==> src/hdl/lds_pkg.sv <==
package lds_pkg;

  // Field widths of the byte and result words.
  localparam int BYTE_W  = 8;
  localparam int CODE_W  = 3;
  localparam int WORD_W  = 64;
  localparam int NWORDS  = 4;
  localparam int COUNT_W = 6;
  localparam int LBL_W   = 7;

  // Default width of the body length counter.
  localparam int LENGTH_BITS_DEFAULT = 16;

  // DER constants.
  localparam logic [BYTE_W-1:0]  SEQ_TAG        = 8'h30;
  localparam logic [BYTE_W-1:0]  INT_TAG        = 8'h02;
  localparam logic [COUNT_W-1:0] MAX_INT_BYTES  = 6'd32;
  localparam logic [COUNT_W-1:0] COUNT_SAT      = 6'd33;

  // Result codes.
  typedef enum logic [CODE_W-1:0] {
    ERR_NONE    = 3'd0,
    ERR_SEQ_TAG = 3'd1,
    ERR_R_TAG   = 3'd2,
    ERR_S_TAG   = 3'd3,
    ERR_TRUNC   = 3'd4,
    ERR_R_LONG  = 3'd5,
    ERR_S_LONG  = 3'd6
  } err_t;

  // One parsed signature as handed from the parser to the output stage.
  typedef struct packed {
    logic                           valid_res;
    err_t                           error_code;
    logic [NWORDS-1:0][WORD_W-1:0]  r_words;
    logic [NWORDS-1:0][WORD_W-1:0]  s_words;
  } result_t;

endpackage

==> src/hdl/lds_in_if.sv <==
interface lds_in_if;
  import lds_pkg::*;

  logic              valid;
  logic              ready;
  logic [BYTE_W-1:0] sig_byte;
  logic              last_byte;

  modport source (output valid, output sig_byte, output last_byte, input ready);
  modport sink   (input valid, input sig_byte, input last_byte, output ready);

endinterface

==> src/hdl/lds_out_if.sv <==
interface lds_out_if;
  import lds_pkg::*;

  logic              valid;
  logic              ready;
  logic              valid_res;
  logic [CODE_W-1:0] error_code;
  logic [WORD_W-1:0] r_word3;
  logic [WORD_W-1:0] r_word2;
  logic [WORD_W-1:0] r_word1;
  logic [WORD_W-1:0] r_word0;
  logic [WORD_W-1:0] s_word3;
  logic [WORD_W-1:0] s_word2;
  logic [WORD_W-1:0] s_word1;
  logic [WORD_W-1:0] s_word0;

  modport source (
    output valid, output valid_res, output error_code,
    output r_word3, output r_word2, output r_word1, output r_word0,
    output s_word3, output s_word2, output s_word1, output s_word0,
    input ready
  );
  modport sink (
    input valid, input valid_res, input error_code,
    input r_word3, input r_word2, input r_word1, input r_word0,
    input s_word3, input s_word2, input s_word1, input s_word0,
    output ready
  );

endinterface

==> src/hdl/lax_der_signature_parser.sv <==
// DER signature parser, one byte per word.
// Channel sig carries sig_byte and last_byte; a word moves when valid and
// ready are both high. The byte flagged last_byte closes a signature, and
// the next word starts a new one.
// Channel res carries one word per signature: valid_res, error_code and
// R and S as four 64-bit words each, most significant first. R and S are
// zero whenever valid_res is low.
// The result appears on res in the cycle after its last byte is
// accepted. Throughput: one byte per cycle while sig ready is high, set
// by the single register stage of parser state.
// Reset (rst, synchronous, active high) returns the parser to the start
// of a signature and empties the result register.
// When the receiver stalls, the waiting result is held, and sig ready is
// low in every cycle in which a result waits and res ready is low; when
// the held result is taken, a new byte can be accepted in the same cycle.
module lax_der_signature_parser #(
  parameter int LENGTH_BITS = lds_pkg::LENGTH_BITS_DEFAULT
) (
  input  logic      clk,
  input  logic      rst,
  lds_in_if.sink    sig,
  lds_out_if.source res
);
  import lds_pkg::*;

  logic    busy;
  logic    accept;
  logic    fire;
  result_t result;

  assign sig.ready = !busy;
  assign accept    = sig.valid && sig.ready;

  lds_parser #(
    .LENGTH_BITS (LENGTH_BITS)
  ) u_parser (
    .clk       (clk),
    .rst       (rst),
    .accept    (accept),
    .sig_byte  (sig.sig_byte),
    .last_byte (sig.last_byte),
    .fire      (fire),
    .result    (result)
  );

  lds_out_stage u_out (
    .clk    (clk),
    .rst    (rst),
    .load   (fire),
    .result (result),
    .busy   (busy),
    .res    (res)
  );

endmodule

==> src/hdl/lds_parser.sv <==
module lds_parser #(
  parameter int LENGTH_BITS = lds_pkg::LENGTH_BITS_DEFAULT
) (
  input  logic                        clk,
  input  logic                        rst,
  input  logic                        accept,
  input  logic [lds_pkg::BYTE_W-1:0]  sig_byte,
  input  logic                        last_byte,
  output logic                        fire,
  output lds_pkg::result_t            result
);
  import lds_pkg::*;

  typedef enum logic [3:0] {
    PH_SEQ_TAG  = 4'd0,
    PH_SEQ_LEN  = 4'd1,
    PH_SEQ_SKIP = 4'd2,
    PH_R_TAG    = 4'd3,
    PH_R_LEN    = 4'd4,
    PH_R_LENB   = 4'd5,
    PH_R_BODY   = 4'd6,
    PH_S_TAG    = 4'd7,
    PH_S_LEN    = 4'd8,
    PH_S_LENB   = 4'd9,
    PH_S_BODY   = 4'd10,
    PH_DONE     = 4'd11,
    PH_FAILED   = 4'd12
  } phase_t;

  localparam logic [LENGTH_BITS-1:0] LEN_MAX = '1;

  // Parser state.
  phase_t                        parse_phase;
  logic [LENGTH_BITS-1:0]        length_left;
  logic [LBL_W-1:0]              length_bytes_left;
  logic [NWORDS*WORD_W-1:0]      r_shift;
  logic [NWORDS*WORD_W-1:0]      s_shift;
  logic [COUNT_W-1:0]            significant_count;
  logic                          saw_nonzero;
  err_t                          first_error;
  logic                          r_too_long;
  logic                          s_too_long;

  // Next values after the current byte.
  phase_t                        parse_phase_next;
  logic [LENGTH_BITS-1:0]        length_left_next;
  logic [LBL_W-1:0]              length_bytes_left_next;
  logic [NWORDS*WORD_W-1:0]      r_shift_next;
  logic [NWORDS*WORD_W-1:0]      s_shift_next;
  logic [COUNT_W-1:0]            significant_count_next;
  logic                          saw_nonzero_next;
  err_t                          first_error_next;
  logic                          r_too_long_next;
  logic                          s_too_long_next;

  logic                          start_body;
  logic                          finish_part;
  logic [LENGTH_BITS-1:0]        start_len;
  logic                          in_r_part;
  logic [LBL_W-1:0]              lbl_dec;
  logic [LENGTH_BITS-1:0]        len_dec;
  logic [LENGTH_BITS-1:0]        len_acc;
  logic                          take_byte;
  logic [COUNT_W-1:0]            count_inc;
  err_t                          code;

  // Helpers shared by several phases.
  assign in_r_part = (parse_phase == PH_R_LEN) || (parse_phase == PH_R_LENB) ||
                     (parse_phase == PH_R_BODY);
  assign lbl_dec   = length_bytes_left - LBL_W'(1);
  assign len_dec   = length_left - LENGTH_BITS'(1);
  assign len_acc   = (length_left[LENGTH_BITS-1 -: BYTE_W] != '0) ? LEN_MAX :
                     ((length_left << BYTE_W) | LENGTH_BITS'(sig_byte));
  assign take_byte = saw_nonzero || (sig_byte != '0);
  assign count_inc = (significant_count < COUNT_SAT) ?
                     significant_count + COUNT_W'(1) : significant_count;

  // Consume one byte.
  always_comb begin
    parse_phase_next       = parse_phase;
    length_left_next       = length_left;
    length_bytes_left_next = length_bytes_left;
    r_shift_next           = r_shift;
    s_shift_next           = s_shift;
    significant_count_next = significant_count;
    saw_nonzero_next       = saw_nonzero;
    first_error_next       = first_error;
    r_too_long_next        = r_too_long;
    s_too_long_next        = s_too_long;
    start_body             = 1'b0;
    finish_part            = 1'b0;
    start_len              = '0;

    unique case (parse_phase)
      PH_SEQ_TAG: begin
        if (sig_byte == SEQ_TAG) begin
          parse_phase_next = PH_SEQ_LEN;
        end else begin
          first_error_next = ERR_SEQ_TAG;
          parse_phase_next = PH_FAILED;
        end
      end
      PH_SEQ_LEN: begin
        if (sig_byte[BYTE_W-1]) begin
          length_bytes_left_next = sig_byte[LBL_W-1:0];
          parse_phase_next = (sig_byte[LBL_W-1:0] == '0) ? PH_R_TAG : PH_SEQ_SKIP;
        end else begin
          parse_phase_next = PH_R_TAG;
        end
      end
      PH_SEQ_SKIP: begin
        length_bytes_left_next = lbl_dec;
        if (lbl_dec == '0) begin
          parse_phase_next = PH_R_TAG;
        end
      end
      PH_R_TAG, PH_S_TAG: begin
        if (sig_byte == INT_TAG) begin
          parse_phase_next = (parse_phase == PH_R_TAG) ? PH_R_LEN : PH_S_LEN;
        end else begin
          first_error_next = (parse_phase == PH_R_TAG) ? ERR_R_TAG : ERR_S_TAG;
          parse_phase_next = PH_FAILED;
        end
      end
      PH_R_LEN, PH_S_LEN: begin
        if (sig_byte[BYTE_W-1]) begin
          length_bytes_left_next = sig_byte[LBL_W-1:0];
          length_left_next = '0;
          if (sig_byte[LBL_W-1:0] == '0) begin
            start_body = 1'b1;
          end else begin
            parse_phase_next = (parse_phase == PH_R_LEN) ? PH_R_LENB : PH_S_LENB;
          end
        end else begin
          start_body = 1'b1;
          start_len  = LENGTH_BITS'(sig_byte);
        end
      end
      PH_R_LENB, PH_S_LENB: begin
        length_left_next       = len_acc;
        length_bytes_left_next = lbl_dec;
        if (lbl_dec == '0) begin
          start_body = 1'b1;
          start_len  = len_acc;
        end
      end
      PH_R_BODY, PH_S_BODY: begin
        if (take_byte) begin
          saw_nonzero_next       = 1'b1;
          significant_count_next = count_inc;
          if (parse_phase == PH_R_BODY) begin
            r_shift_next = {r_shift[NWORDS*WORD_W-BYTE_W-1:0], sig_byte};
          end else begin
            s_shift_next = {s_shift[NWORDS*WORD_W-BYTE_W-1:0], sig_byte};
          end
        end
        length_left_next = len_dec;
        if (len_dec == '0) begin
          finish_part = 1'b1;
        end
      end
      default: begin
      end
    endcase

    // Enter a body; an empty body ends the part at once.
    if (start_body) begin
      length_left_next       = start_len;
      significant_count_next = '0;
      saw_nonzero_next       = 1'b0;
      if (start_len == '0) begin
        finish_part = 1'b1;
      end else begin
        parse_phase_next = in_r_part ? PH_R_BODY : PH_S_BODY;
      end
    end

    // Close R or S and note whether it fit.
    if (finish_part) begin
      if (in_r_part) begin
        r_too_long_next  = significant_count_next > MAX_INT_BYTES;
        parse_phase_next = PH_S_TAG;
      end else begin
        s_too_long_next  = significant_count_next > MAX_INT_BYTES;
        parse_phase_next = PH_DONE;
      end
      significant_count_next = '0;
      saw_nonzero_next       = 1'b0;
    end
  end

  // Result code from the state after this byte.
  always_comb begin
    priority if (parse_phase_next == PH_FAILED) begin
      code = first_error_next;
    end else if (parse_phase_next != PH_DONE) begin
      code = ERR_TRUNC;
    end else if (r_too_long_next) begin
      code = ERR_R_LONG;
    end else if (s_too_long_next) begin
      code = ERR_S_LONG;
    end else begin
      code = ERR_NONE;
    end
  end

  assign fire              = accept && last_byte;
  assign result.valid_res  = (code == ERR_NONE);
  assign result.error_code = code;
  assign result.r_words    = (code == ERR_NONE) ? r_shift_next : '0;
  assign result.s_words    = (code == ERR_NONE) ? s_shift_next : '0;

  // State registers; the last byte of a signature returns to the start.
  always_ff @(posedge clk) begin
    if (rst || fire) begin
      parse_phase       <= PH_SEQ_TAG;
      length_left       <= '0;
      length_bytes_left <= '0;
      r_shift           <= '0;
      s_shift           <= '0;
      significant_count <= '0;
      saw_nonzero       <= 1'b0;
      first_error       <= ERR_NONE;
      r_too_long        <= 1'b0;
      s_too_long        <= 1'b0;
    end else if (accept) begin
      parse_phase       <= parse_phase_next;
      length_left       <= length_left_next;
      length_bytes_left <= length_bytes_left_next;
      r_shift           <= r_shift_next;
      s_shift           <= s_shift_next;
      significant_count <= significant_count_next;
      saw_nonzero       <= saw_nonzero_next;
      first_error       <= first_error_next;
      r_too_long        <= r_too_long_next;
      s_too_long        <= s_too_long_next;
    end
  end

endmodule

==> src/hdl/lds_out_stage.sv <==
module lds_out_stage (
  input  logic              clk,
  input  logic              rst,
  input  logic              load,
  input  lds_pkg::result_t  result,
  output logic              busy,
  lds_out_if.source         res
);
  import lds_pkg::*;

  logic    full;
  result_t held;

  // Result register: loaded on the last byte, emptied when taken.
  always_ff @(posedge clk) begin
    if (rst) begin
      full <= 1'b0;
    end else if (load) begin
      full <= 1'b1;
    end else if (res.ready) begin
      full <= 1'b0;
    end
  end

  always_ff @(posedge clk) begin
    if (load) begin
      held <= result;
    end
  end

  // The stage blocks new bytes only while a result waits and is not taken.
  assign busy           = full && !res.ready;
  assign res.valid      = full;
  assign res.valid_res  = held.valid_res;
  assign res.error_code = held.error_code;
  assign res.r_word3    = held.r_words[3];
  assign res.r_word2    = held.r_words[2];
  assign res.r_word1    = held.r_words[1];
  assign res.r_word0    = held.r_words[0];
  assign res.s_word3    = held.s_words[3];
  assign res.s_word2    = held.s_words[2];
  assign res.s_word1    = held.s_words[1];
  assign res.s_word0    = held.s_words[0];

`ifndef SYNTHESIS
  // A waiting result is never overwritten.
  a_no_overwrite: assert property (@(posedge clk) disable iff (rst)
    load |-> !busy)
    else $error("result overwritten while stalled");

  // The valid flag agrees with the code.
  a_flag_code: assert property (@(posedge clk) disable iff (rst)
    full |-> (held.valid_res == (held.error_code == ERR_NONE)))
    else $error("valid_res disagrees with error_code");

  // A failed parse carries no R or S.
  a_zero_on_error: assert property (@(posedge clk) disable iff (rst)
    (full && !held.valid_res) |-> (held.r_words == '0 && held.s_words == '0))
    else $error("nonzero R or S on an invalid result");
`endif

endmodule
==> src/flat_wrapper.sv <==
// flat-port wrapper written by rule: the top's interface ports become plain ports
module lax_der_signature_parser_flat import lds_pkg::*;
#(
  parameter int LENGTH_BITS = lds_pkg::LENGTH_BITS_DEFAULT
)
  (clk, rst, sig_valid, sig_sig_byte, sig_last_byte, sig_ready, res_valid, res_valid_res, res_error_code, res_r_word3, res_r_word2, res_r_word1, res_r_word0, res_s_word3, res_s_word2, res_s_word1, res_s_word0, res_ready);
  lds_in_if sig_i ();
  lds_out_if res_i ();
  input  logic clk;
  input  logic rst;
  input wire logic [$bits(sig_i.valid)-1:0] sig_valid;
  input wire logic [$bits(sig_i.sig_byte)-1:0] sig_sig_byte;
  input wire logic [$bits(sig_i.last_byte)-1:0] sig_last_byte;
  output wire logic [$bits(sig_i.ready)-1:0] sig_ready;
  output wire logic [$bits(res_i.valid)-1:0] res_valid;
  output wire logic [$bits(res_i.valid_res)-1:0] res_valid_res;
  output wire logic [$bits(res_i.error_code)-1:0] res_error_code;
  output wire logic [$bits(res_i.r_word3)-1:0] res_r_word3;
  output wire logic [$bits(res_i.r_word2)-1:0] res_r_word2;
  output wire logic [$bits(res_i.r_word1)-1:0] res_r_word1;
  output wire logic [$bits(res_i.r_word0)-1:0] res_r_word0;
  output wire logic [$bits(res_i.s_word3)-1:0] res_s_word3;
  output wire logic [$bits(res_i.s_word2)-1:0] res_s_word2;
  output wire logic [$bits(res_i.s_word1)-1:0] res_s_word1;
  output wire logic [$bits(res_i.s_word0)-1:0] res_s_word0;
  input wire logic [$bits(res_i.ready)-1:0] res_ready;
  assign sig_i.valid = sig_valid;
  assign sig_i.sig_byte = sig_sig_byte;
  assign sig_i.last_byte = sig_last_byte;
  assign sig_ready = sig_i.ready;
  assign res_valid = res_i.valid;
  assign res_valid_res = res_i.valid_res;
  assign res_error_code = res_i.error_code;
  assign res_r_word3 = res_i.r_word3;
  assign res_r_word2 = res_i.r_word2;
  assign res_r_word1 = res_i.r_word1;
  assign res_r_word0 = res_i.r_word0;
  assign res_s_word3 = res_i.s_word3;
  assign res_s_word2 = res_i.s_word2;
  assign res_s_word1 = res_i.s_word1;
  assign res_s_word0 = res_i.s_word0;
  assign res_i.ready = res_ready;
  lax_der_signature_parser #(.LENGTH_BITS(LENGTH_BITS)) u_core (.clk(clk), .rst(rst), .sig(sig_i), .res(res_i));
endmodule
==> config.mk <==
export PLATFORM = sky130hd
export DESIGN_NAME = lax_der_signature_parser_flat
export DESIGN_NICKNAME = d
export VERILOG_FILES = /design/src/hdl/lds_pkg.sv /design/src/hdl/lds_in_if.sv /design/src/hdl/lds_out_if.sv /design/src/hdl/lax_der_signature_parser.sv /design/src/hdl/lds_parser.sv /design/src/hdl/lds_out_stage.sv /design/src/flat_wrapper.sv
export SDC_FILE = /design/constraint.sdc
export NUM_CORES = 2
export LEC_CHECK = 0
export ABC_AREA = 0
export BUFFER_PORTS_ARGS = -buffer_cell sky130_fd_sc_hd__buf_4
export CAP_MARGIN = 20
export CORE_MARGIN = 2
export CORE_UTILIZATION = 58
export CTS_CLUSTER_DIAMETER = 100
export CTS_CLUSTER_SIZE = 28
export DETAILED_ROUTE_END_ITERATION = 10
export GPL_TIMING_DRIVEN = 1
export HOLD_SLACK_MARGIN = 0.02
export PLACE_DENSITY = 0.81
export SYNTH_ARGS = -nofsm -noshare
export SYNTH_HDL_FRONTEND = slang
export SYNTH_HIERARCHICAL = 1
export SYNTH_SLANG_ARGS = --single-unit
==> constraint.sdc <==
create_clock -name clk -period 24.5 [get_ports clk]
set_input_delay 4.9 -clock clk [delete_from_list [all_inputs] [get_ports clk]]
set_output_delay 4.9 -clock clk [all_outputs]
set_load 0.005 [all_outputs]
== Word level (Yosys, flattened, before mapping) ==
Cells that the tools add are included.

* Bitwise logic cells: 1
* Equal/unequal tests: 16
* Reduce and logical (&&, ||, !) cells: 31
* Muxes and demuxes: 61
* $add $sub $neg: 3
* Magnitude comparators: 2

{| class="wikitable"
|+ Operators with widths
! cell !! count
|-
| 256-bit two-way mux || 6
|-
| 16-bit two-way mux || 4
|-
| 4-bit two-way mux || 12
|-
| 16-bit one-hot mux with 3 select lines || 1
|-
| 16-bit zero test || 2
|-
| 16-bit one-hot mux with 2 select lines || 1
|-
| 6-bit two-way mux || 5
|-
| 1-bit two-way mux || 20
|-
| 4-bit one-hot mux with 5 select lines || 1
|-
| 3-bit two-way mux || 6
|-
| 4-bit by 3-bit == test with 1-bit output (second input constant) || 4
|-
| 4-bit == test (second input constant) || 4
|-
| 16-bit by 8-bit OR with 16-bit output || 1
|-
| 8-bit nonzero test || 2
|-
| 16-bit by 1-bit subtractor with 16-bit output (second input constant) || 1
|-
| 7-bit zero test || 2
|-
| 7-bit two-way mux || 2
|-
| 7-bit one-hot mux with 2 select lines || 1
|-
| 3-bit AND reduction || 3
|-
| 4-bit by 2-bit == test with 1-bit output (second input constant) || 2
|-
| 8-bit by 2-bit == test with 1-bit output (second input constant) || 1
|-
| 8-bit by 6-bit == test with 1-bit output (second input constant) || 1
|-
| 2-bit OR reduction || 4
|-
| 7-bit by 1-bit subtractor with 7-bit output (second input constant) || 1
|-
| other kinds (18) || 27
|}

* Input bits: 13
* Logic and storage cells: 135
* Output and inout port bits: 518
* Flip-flop bits (word level): 1068

== Depth between registers and ports, before layout ==
* Depth after elaboration: 13
* Depth in mapped cells: 16
* Gate-level depth less buffers: 10

== Modules after synthesis ==
Netlist, hierarchy kept.

{| class="wikitable"
|+ Modules (own cells, without submodules)
! module !! cells each !! times used !! area an instance (um^2)
|-
| lds_parser || 4116 || 1 || 29228.0
|-
| lds_out_stage || 519 || 1 || 15538.7
|-
| lax_der_signature_parser || 2 || 1 || 10.0
|}

== Worst setup path after synthesis ==
OpenSTA, ideal clock, no wires.

* Path type: in2reg
* From: input port res_ready
* To: register u_core.u_parser.length_bytes_left[2]
* Arrival time: 18972 ps
* Path slack: 5400 ps
* Stages on the path: 9
* Path buffers: 4
* Setup time: 128 ps
* Data required time: 24372 ps
* Path through: nor2b_4 nor2b_1 clkbuf_1 and2_1 or2_2 clkbuf_1 clkbuf_1 clkbuf_1 nor2_1

* Word-level cells in the longest chain between the ends: 6

{| class="wikitable"
|+ RTL lines
! what !! RTL line !! source
|-
| from (decl) || flat_wrapper.sv:26 || <nowiki>input wire logic [$bits(res_i.ready)-1:0] res_ready;</nowiki>
|-
| 1-bit zero test || lds_out_stage.sv:32 || <nowiki>assign busy = full && !res.ready;</nowiki>
|-
| 1-bit logical AND || lds_out_stage.sv:32 ||
|-
| 1-bit zero test || lax_der_signature_parser.sv:31 || <nowiki>assign sig.ready = !busy;</nowiki>
|-
| 1-bit logical AND || lax_der_signature_parser.sv:32 || <nowiki>assign accept = sig.valid && sig.ready;</nowiki>
|-
| net u_core.accept || lax_der_signature_parser.sv:27 || <nowiki>logic accept;</nowiki>
|-
| 1-bit logical AND || lds_parser.sv:207 || <nowiki>assign fire = accept && last_byte;</nowiki>
|-
| net u_core.fire || lax_der_signature_parser.sv:28 || <nowiki>logic fire;</nowiki>
|-
| 1-bit logical OR || lds_parser.sv:215 || <nowiki>if (rst || fire) begin</nowiki>
|-
| to (signal assigned) || lds_parser.sv:229 || <nowiki>length_bytes_left <= length_bytes_left_next;</nowiki>
|-
| to (decl) || lds_parser.sv:35 || <nowiki>logic [LBL_W-1:0] length_bytes_left;</nowiki>
|}

The timed path passes the listed nets, and every way through them passes these cells.
A chain may end at the register's enable or synchronous reset.

== Worst setup path after layout ==
* From: input port res_ready
* To: output port sig_ready

* Word-level cells in the longest chain between the ends: 3

{| class="wikitable"
|+ RTL lines
! what !! RTL line !! source
|-
| 1-bit zero test || lds_out_stage.sv:32 ||
|-
| 1-bit logical AND || lds_out_stage.sv:32 ||
|-
| net u_core.busy || lax_der_signature_parser.sv:26 || <nowiki>logic busy;</nowiki>
|-
| 1-bit zero test || lax_der_signature_parser.sv:31 ||
|-
| to (decl) || flat_wrapper.sv:14 || <nowiki>output wire logic [$bits(sig_i.ready)-1:0] sig_ready;</nowiki>
|}

The timed path passes the listed nets, and every way through them passes these cells.

==> summary.md <==
| Metric | Value |
|---|---|
| Status | `finished clean` |
| Initial core utilization | `0.5876` |
| Clk buf depth | `3` |
| Total setup buffers inserted after CTS | `0` |
| Hold/Removal Path Class | `flop to flop` |
| Commonest non-fill, non-tap cell in the layout | `nand2_1` |
| EDFF count, synth | `516` |
| Gr usage total | `0.2763` |
| Core Area | `76200 um^2` |
| DIE AREA | `between 70000 and 80000 um^2` |
| First-pass GRT wire length | `175200 um` |
| Post-synthesis async set-or-reset flop share | `0` |
| Syn_nets | `4656` |
| Synthesized area per cell | `9.656 um^2` |
| Hold path start | `u_core/u_parser/s_shift[254]` |
| Gr ovfl total | `0` |
| Slowest cell on crit path | `nor2b_4` |
| GR Util met3 | `0.04881` |
| Cell mode on critical path | `buf_4` |
| Final WL | `114400 um` |
| Vias in the first global route | `31.54k` |
| Final slew viol count | `0` |
| Synth top area share | `0.3460` |
| Final setup vio count | `0` |
| Worst EP required | `between 15000 and 20000 ps` |
| Max_cap viols | `0` |
| Port bufs | `530` |
| Switching pwr | `0.7701 mW` |
| WP data arrival | `between 5000 and 6000 ps` |
| Top post-synthesis cells by area | `edfxtp_1, dfxtp_1, nand2_1` |
| DR WL/cell | `19.18 um` |
| Reg2reg path depth | `11` |
| Antenna Nets Post-Route | `0` |
| Synth warn | `6` |
| Hold path cells | `2` |
| Switch share | `0.2483` |
| Synthesized flop and latch total | `approximately 1.1k` |
| CTS tree | `yes` |
| Clk_skew | `about 22 ps` |
| CP cell instances | `buf_4 -> nor2b_4 -> inv_1 -> buf_4` |
| H-tree depth | `2` |
| Peak supply drop | `0.06460 mV` |
| Worst r2r src | `u_core/u_parser/parse_phase[2]` |
| Most Crowded Layer GR | `met2` |
| Detailed Place HPWL | `71470 um` |
| Setup ws final | `between 10000 and 15000 ps` |
| Most frequent cells in the layout | `nand2_1, nor2_1, buf_4` |
| Clk pin slew, worst setup/hold paths | `100 ps` |
| Worst Tran Pin Value | `1133 ps` |
| Int Pwr | `2.331 mW` |
| Row count | `101` |
| GPL Wtd Cong | `0.8542` |
| Seq/Total Area, Yosys | `0.5928` |
| Fillers | `5953` |
| Critical path capture point type | `output pin` |
| Maximum fanout along the worst path | `3` |
| Power Density | `61.83 nW/um^2` |
| R2r setup slk | `18150 ps` |
| Drt initial violations | `3967` |
| Top_reg_cell synth | `dfxtp_1` |
| Startpoint Class | `input pin` |
| Critical R2R Capture | `u_core/u_out/res.s_word3[1]` |
| Top Ports | `531` |
| Chip Height | `approximately 280 um` |
| Mapped cell area | `44780 um^2` |
| Slew headroom | `0.2445` |
| Routed via count | `between 30k and 40k` |
| Drc violations | `0` |
| Critical path class | `input pin to output pin` |
| Die Wd | `approximately 280 um` |
| Initial antenna violation count | `1` |
| Crit share post-route | `0.4173` |
| Post-cts hold buffer count | `0` |
| RSZ-0062 raised after global routing | `no` |
| Layout area overhead | `12.00%` |
| Final TNS setup | `0 ps` |
| Met2 Use GR | `0.4472` |
| CTS Buf Count | `44` |
| Pin count of the biggest net entering global routing | `215` |
| Combinational share of power | `0.091` |
| Cts repair resizes | `0` |
| Clock power frac | `0.289` |
| Met1 Use GR | `0.3731` |
| TritonCTS Sinks | `1068` |
| Netlist cell types | `75` |
| Fin util | `0.6581` |
| Min Clock Period, post-route | `10220 ps` |
| Drt pass-1 iters | `7` |
| Max Clk Rate | `between 90 and 100 MHz` |
| Insertion delay to the later sink of the worst-skew pair | `630 ps` |
| Share of layout cells above drive strength 1 | `0.1740` |
| Final Hold Vio Count | `0` |
| Mapped Cells | `approximately 4.6k` |
| Area leader, netlist | `edfxtp_1` |
| Reg power frac | `0.620` |
| CTS root buf | `clkbuf_16` |
| Hold endpoint | `u_core/u_parser/s_shift[254]` |
| Pre-CTS setup slack | `14260 ps` |
| CP peak stage delay | `130 ps` |
| LEAKAGE | `16.15 nW` |
| Vias/cell | `5.727` |
| Nets | `about 5k` |
power by group through the flow:
stage	Clock [mW]	Sequential [mW]	Combinational (mW)
after global routing	0.966	1.93	0.304
final	0.896	1.92	0.282
after floorplan	0	1.98	0.204
after global placement	0	1.96	0.279
after detailed placement	0	1.96	0.280
after CTS	0.910	1.92	0.281
stage by stage:
stage          power [mW]  cells  cell area [um^2]  hold WS, ps
2_1_floorplan       2.181   4637             44780        432.1
3_3_place_gp        2.243   5878             48800        440.6
3_5_place_dp        2.243   5878             48800        450.8
4_1_cts             3.115   5958             50090        466.1
5_1_grt             3.196   5961             50150        488.6
6_report            3.101   5961             50150        459.5
cell families after synthesis:
kind of cell | share of synthesized area
flops | 0.5928
xor+xnor | 0.001565
fa+ha+maj | 0.001677
mux | 0.05860
compound gates | 0.08120
simple gates | 0.2261
buf+inv | 0.03797
synthesized netlist by cell type (3+ instances only):
cell and instances:
a2111oi_0 7, nor2b_1 5, o311a_1 3, nand2_1 1072
nor3_1 61, buf_1 8, or2_2 4, nor4b_1 3
inv_1 14, o21a_1 4, buf_4 31, nand2b_1 6
and2_1 3, o21ai_0 48, buf_2 9, dfxtp_1 552
edfxtp_1 516, nor3_2 212, a21oi_1 542, o32ai_1 4
nand3_1 8, mux2i_1 261, nand4_1 3, or3_1 6
nand4b_1 3, clkbuf_1 283, nor2_1 826, o31ai_1 3
o41ai_1 3, and3_1 4, buf_6 24, nor4_1 11
xnor2_1 4, or4_1 5, ha_1 6, xor2_1 4
a211oi_1 13, a22oi_1 8, o211ai_1 3, a31oi_1 8
critical path, delay by kind of cell:
kind	cells	cell delay [ps]
buf+inv	3	300
simple gates	1	130
registers in the layout, summed over array words and instances (netlist names), 6 cells and up:
signal / flops
u_core/u_out/res.s_word3: 64
u_core/u_parser/r_shift: 256
u_core/u_out/res.r_word3: 64
u_core/u_out/res.r_word2: 64
u_core/u_out/res.s_word0: 64
u_core/u_parser/significant_count: 6
u_core/u_parser/length_left: 16
u_core/u_parser/length_bytes_left: 7
u_core/u_parser/s_shift: 256
u_core/u_out/res.r_word1: 64
u_core/u_out/res.r_word0: 64
u_core/u_out/res.s_word2: 64
u_core/u_out/res.s_word1: 64
final cells by class:
cell class                 count  area, um^2  area share
timing repair buffer         568        4367     0.08708
tap                         1030        1289     0.02570
sequential                  1068       26550      0.5293
antenna                        1       2.502  0.00004990
clock buffer                  75        1239     0.02470
multi-input combinational   3198       16600      0.3310
inverter                      16       60.06    0.001198
clock inverter                 5       47.55   0.0009481
metal layers:
layer  wire length (um)  vias up
met5                  0        -
met2              55260     1257
met4               4235        0
met3               8703      190
met1              46150    16566
li1                   -    16128
worst max path at each step:
| stage | start | endpoint | cells past startpoint |
|---|---|---|---|
| floorplan | res_ready | u_core/u_parser/length_bytes_left[2] | 9 |
| global placement | res_ready | sig_ready | 4 |
| detailed placement | res_ready | sig_ready | 4 |
| CTS | res_ready | sig_ready | 4 |
| global route | res_ready | sig_ready | 4 |
| finish | res_ready | sig_ready | 4 |
(Power assumes the default switching activity.)
